### src/hw/rtl/assert_macros.svh
// ----------------------------------------------------------------------------
// assert_macros.svh
// assertion helpers shared by the rtl, empty for synthesis
// ----------------------------------------------------------------------------
`ifndef ASSERT_MACROS_SVH
`define ASSERT_MACROS_SVH

`ifndef SYNTHESIS

`define CSC_ASSERT_IMP(label, clk, rst, ante, cons) \
  label: assert property (@(posedge clk) disable iff (rst) (ante) |-> (cons)) \
    else $error("assertion failed");

`define CSC_ASSERT_NEXT(label, clk, rst, ante, cons) \
  label: assert property (@(posedge clk) disable iff (rst) (ante) |=> (cons)) \
    else $error("assertion failed");

`else

`define CSC_ASSERT_IMP(label, clk, rst, ante, cons)

`define CSC_ASSERT_NEXT(label, clk, rst, ante, cons)

`endif

`endif

### src/hw/rtl/csc_mul64.sv
// ----------------------------------------------------------------------------
// csc_mul64
// 64 x 64 unsigned multiply over four 32 x 32 partial products, gives
// floor(a * b / 2^62)
// ----------------------------------------------------------------------------
`default_nettype none
`include "assert_macros.svh"

module csc_mul64 (
  input  wire         clk,
  input  wire         rst,
  input  wire         start,
  input  wire  [63:0] a,
  input  wire  [63:0] b,
  output logic        done,
  output logic [63:0] prod
);

  typedef enum logic [1:0] {
    SH0  = 2'd0,
    SH32 = 2'd1,
    SH64 = 2'd2
  } pos_t;

  logic [63:0]  a_r;
  logic [63:0]  b_r;
  logic [1:0]   k;
  logic         busy;
  logic [63:0]  pp;
  pos_t         pp_pos;
  logic         pp_valid;
  logic [127:0] acc;
  logic [31:0]  op_a;
  logic [31:0]  op_b;
  pos_t         op_pos;
  logic [127:0] acc_add;

  always_comb begin
    case (k)
      2'd0: begin
        op_a = a_r[31:0];
        op_b = b_r[31:0];
        op_pos = SH0;
      end
      2'd1: begin
        op_a = a_r[31:0];
        op_b = b_r[63:32];
        op_pos = SH32;
      end
      2'd2: begin
        op_a = a_r[63:32];
        op_b = b_r[31:0];
        op_pos = SH32;
      end
      default: begin
        op_a = a_r[63:32];
        op_b = b_r[63:32];
        op_pos = SH64;
      end
    endcase
  end

  always_comb begin
    case (pp_pos)
      SH0:     acc_add = {64'd0, pp};
      SH32:    acc_add = {32'd0, pp, 32'd0};
      SH64:    acc_add = {pp, 64'd0};
      default: acc_add = 128'd0;
    endcase
  end

  always_ff @(posedge clk) begin
    if (rst) begin
      busy <= 1'b0;
      pp_valid <= 1'b0;
      done <= 1'b0;
      k <= 2'd0;
    end else begin
      pp_valid <= busy;
      done <= pp_valid && (pp_pos == SH64);
      if (start) begin
        busy <= 1'b1;
        k <= 2'd0;
      end else if (busy) begin
        k <= k + 2'd1;
        if (k == 2'd3) busy <= 1'b0;
      end
    end
  end

  always_ff @(posedge clk) begin
    if (start) begin
      a_r <= a;
      b_r <= b;
      acc <= 128'd0;
    end else if (pp_valid) begin
      acc <= acc + acc_add;
    end
    if (busy) begin
      pp <= {32'd0, op_a} * {32'd0, op_b};
      pp_pos <= op_pos;
    end
  end

  assign prod = acc[125:62];

  `CSC_ASSERT_IMP(a_done_idle, clk, rst, done, !busy && !pp_valid)
  `CSC_ASSERT_NEXT(a_last_pp, clk, rst, busy && (k == 2'd3) && !start, pp_valid && (pp_pos == SH64))
  `CSC_ASSERT_IMP(a_no_restart, clk, rst, busy, !start)

endmodule

`default_nettype wire

### config.mk
export PLATFORM = sky130hd
export DESIGN_NAME = csc_mul64
export DESIGN_NICKNAME = d
export VERILOG_FILES = /design/src/hw/rtl/csc_mul64.sv
export VERILOG_INCLUDE_DIRS = /design/src /design/src/hw/rtl
export SDC_FILE = /design/constraint.sdc
export NUM_CORES = 2
export LEC_CHECK = 0
export BUFFER_PORTS_ARGS = -buffer_cell sky130_fd_sc_hd__buf_4
export CAP_MARGIN = 15
export CORE_UTILIZATION = 49
export DETAILED_ROUTE_END_ITERATION = 8
export MAX_ROUTING_LAYER = met4
export PLACE_DENSITY_LB_ADDON = 0.2
export SYNTH_ARGS = -nofsm -noshare
export SYNTH_HDL_FRONTEND = slang
export SYNTH_SLANG_ARGS = --single-unit
### constraint.sdc
create_clock -name clk -period 23.1 [get_ports clk]
set_clock_uncertainty 0.05 [all_clocks]
set_input_delay 1.155 -clock clk [delete_from_list [all_inputs] [get_ports clk]]
set_output_delay 1.155 -clock clk [all_outputs]
set_load 0.02 [all_outputs]
==> qor.csv <==
metric,value,unit
synthesized cell area,0.0530,sq mm
first-pass GRT wire length,276000,um
largest area contributor in the netlist,fa_1,
post-synth top area share,0.339,
Critical Path Fanout Max,44,
vias in the first global route,43700,
crit path capture type,flip-flop,
layout filler cell count,9950,
Final Core Density,0.531,
register area share after synthesis,0.159,
Worst setup SP type,flip-flop,
Die Wd,331,um
ys flop type,edfxtp_1,
Post-Syn Area per Cell,8.97,sq um
Die H,331,um
max-cap violation count,0,
delay of the slowest critical-path stage,1000,ps
gr usage total,0.355,
number of nets in the layout,7274,
cell mode on critical path,fa_1,
htree depth,2,
setup violation total in the final timing report,0,
"wirelength, routed",186000,um
Synth Area in Adders,0.431,
unrepaired setup endpoints after global routing,no,
CP max stage cell,mux2i_4,
Vias/cell,5.85,
initial antenna violation count,4,
worst hold path type,flip-flop to flip-flop,
Synth Area in Simple Gates,0.140,
post-synthesis mux area share,0.0442,
Slew @ Worst Pin,1120,ps
setup TNS,0,ps
Syn Nets,7331,
DR iter-0 viols,3974,
status,completed,
min Tclk post-route,11000,ps
Hold Slack,422,ps
Finished Layout Cells,7296,
largest net degree at the start of global routing,77,
CTS tree,built,
Final GP Congestion,0.990,
post-synthesis compound-gate area fraction,0.0999,
Via Count,42700,
layout cells sized above 1,0.0821,
DRT Pass-1 Iters,6,
clock insertion delay at the later pin of the skew report,650,ps
HPWL Detailed,145000,um
Cells after Synth,5911,
Die ar.,0.110,sq mm
number of CTS-inserted buffers,40,
Slew headroom,0.244,
main combinational cell family by area after synthesis,adder cells,
#FFs+latches synth,325,
Placed Cells incl. Taps,7214,
Yosys Warn Count,0,
Root Buffer,clkbuf_16,
ys async rst share,0,
commonest cells in the synthesized netlist,"inv_1 (911), fa_1 (897), nor2_1 (826)",
Top-Level Pins,196,
Hold Buf Count CTS,0,
Worst Path Required,23440,ps
post-cts resize count,0,
Max Slew Vio Count,0,
Max clock buf depth,3,
P&R area growth vs syn,7.33,%
total gr overflow,0,
Post-synth EDFFs,194,
CORE AREA,0.107,sq mm
drt drc,0,
"count leader, synth",inv_1,
max frequency,90.9,MHz
Site Rows,120,
WL per Instance,25.6,um
Synth cell types,76,
post-route ant nets,0,
Post CTS Setup Buffer Count,0,
Synth area leaders,"fa_1 (34%), edfxtp_1 (11%), ha_1 (9.3%)",
# port buffers,195,
Setup CP Type,flip-flop to flip-flop,
Worst EP arrival,11330,ps
fin crit share,0.476,
Initial Util,0.495,
"Reg clk slew, reported paths",60,ps
Sink Count,325,
Hold Fails Final Rpt,0,
Post-Synth XOR/XNOR Area,0.0301,
-- cell families (layout without fill, tap and decap cells) --
group,count (synthesis),count (layout)
and+or+nand+nor,1779,1779
adders and majority gates,1289,1289
buffers and inverters,1277,1250
AOI/OAI and AO/OA,833,833
DFF,325,325
muxes,226,226
xor gates and xnor gates,182,182
other,0,9
-- worst paths after layout --
| path | startpoint | end | slack (ps) | cells after the start |
|---|---|---|---|---|
| worst max-delay path | k[0] | pp[56] | 12100 | 31 |
| worst min-delay path | acc[55] | acc[55] | 420 | 2 |
| worst max register to register | k[0] | pp[56] | 12100 | 31 |
| worst min register to register | acc[55] | acc[55] | 420 | 2 |
-- sequential cells by signal (all words and copies together), names as in the netlist --
name and count:
pp_pos 2, acc 126, done 1, b_r 64, pp 64, pp_valid 1, a_r 64, k 2
busy 1
-- metal layers --
layer | global-route usage | wire length [um]
met5 | - | 0
met4 | 0.184 | 12200
met3 | 0.0916 | 18800
met2 | 0.539 | 82600
met1 | 0.436 | 72800
-- critical path, delay by kind of cell (launching register included) --
family	cells	cell delay (ps)
compound gates	8	2730
xor+xnor	1	170
fa+ha+maj	10	4160
buf+inv	6	970
flops	1	400
mux	1	1000
simple gates	5	1230
-- cell type report --
class	count	area, sq um	share of cell area
repair buffers	267	2030	0.0357
diodes	9	22.5	0.000396
multi-input cells	4309	39800	0.700
flip-flops and latches	325	8450	0.149
well taps	1403	1760	0.0309
inverters	911	3420	0.0601
clock buffers	45	1040	0.0183
clock inverters	27	350	0.00616
-- stage by stage --
step | setup WS (ps) | cell area, sq um
floorplan | 13820 | 53000
CTS | 12150 | 56800
finish | 12100 | 56900
detailed placement | 12140 | 55500
global placement | 12310 | 55500
global route | 11560 | 56900
-- cells in the final DEF, fill, tap and decap left out, types with 75 or more instances in the layout --
master,instances
a21o_1,110
a21oi_1,274
and2_1,75
buf_4,265
dfxtp_1,129
edfxtp_1,194
fa_1,897
ha_1,392
inv_1,911
mux2i_1,114
nand2_1,638
nand4_1,89
nor2_1,822
o21ai_0,164
xnor2_1,119
Power is left out: the tool's default activity adds up to more than one toggle a clock period on the data nets, which glitch-free logic cannot reach.
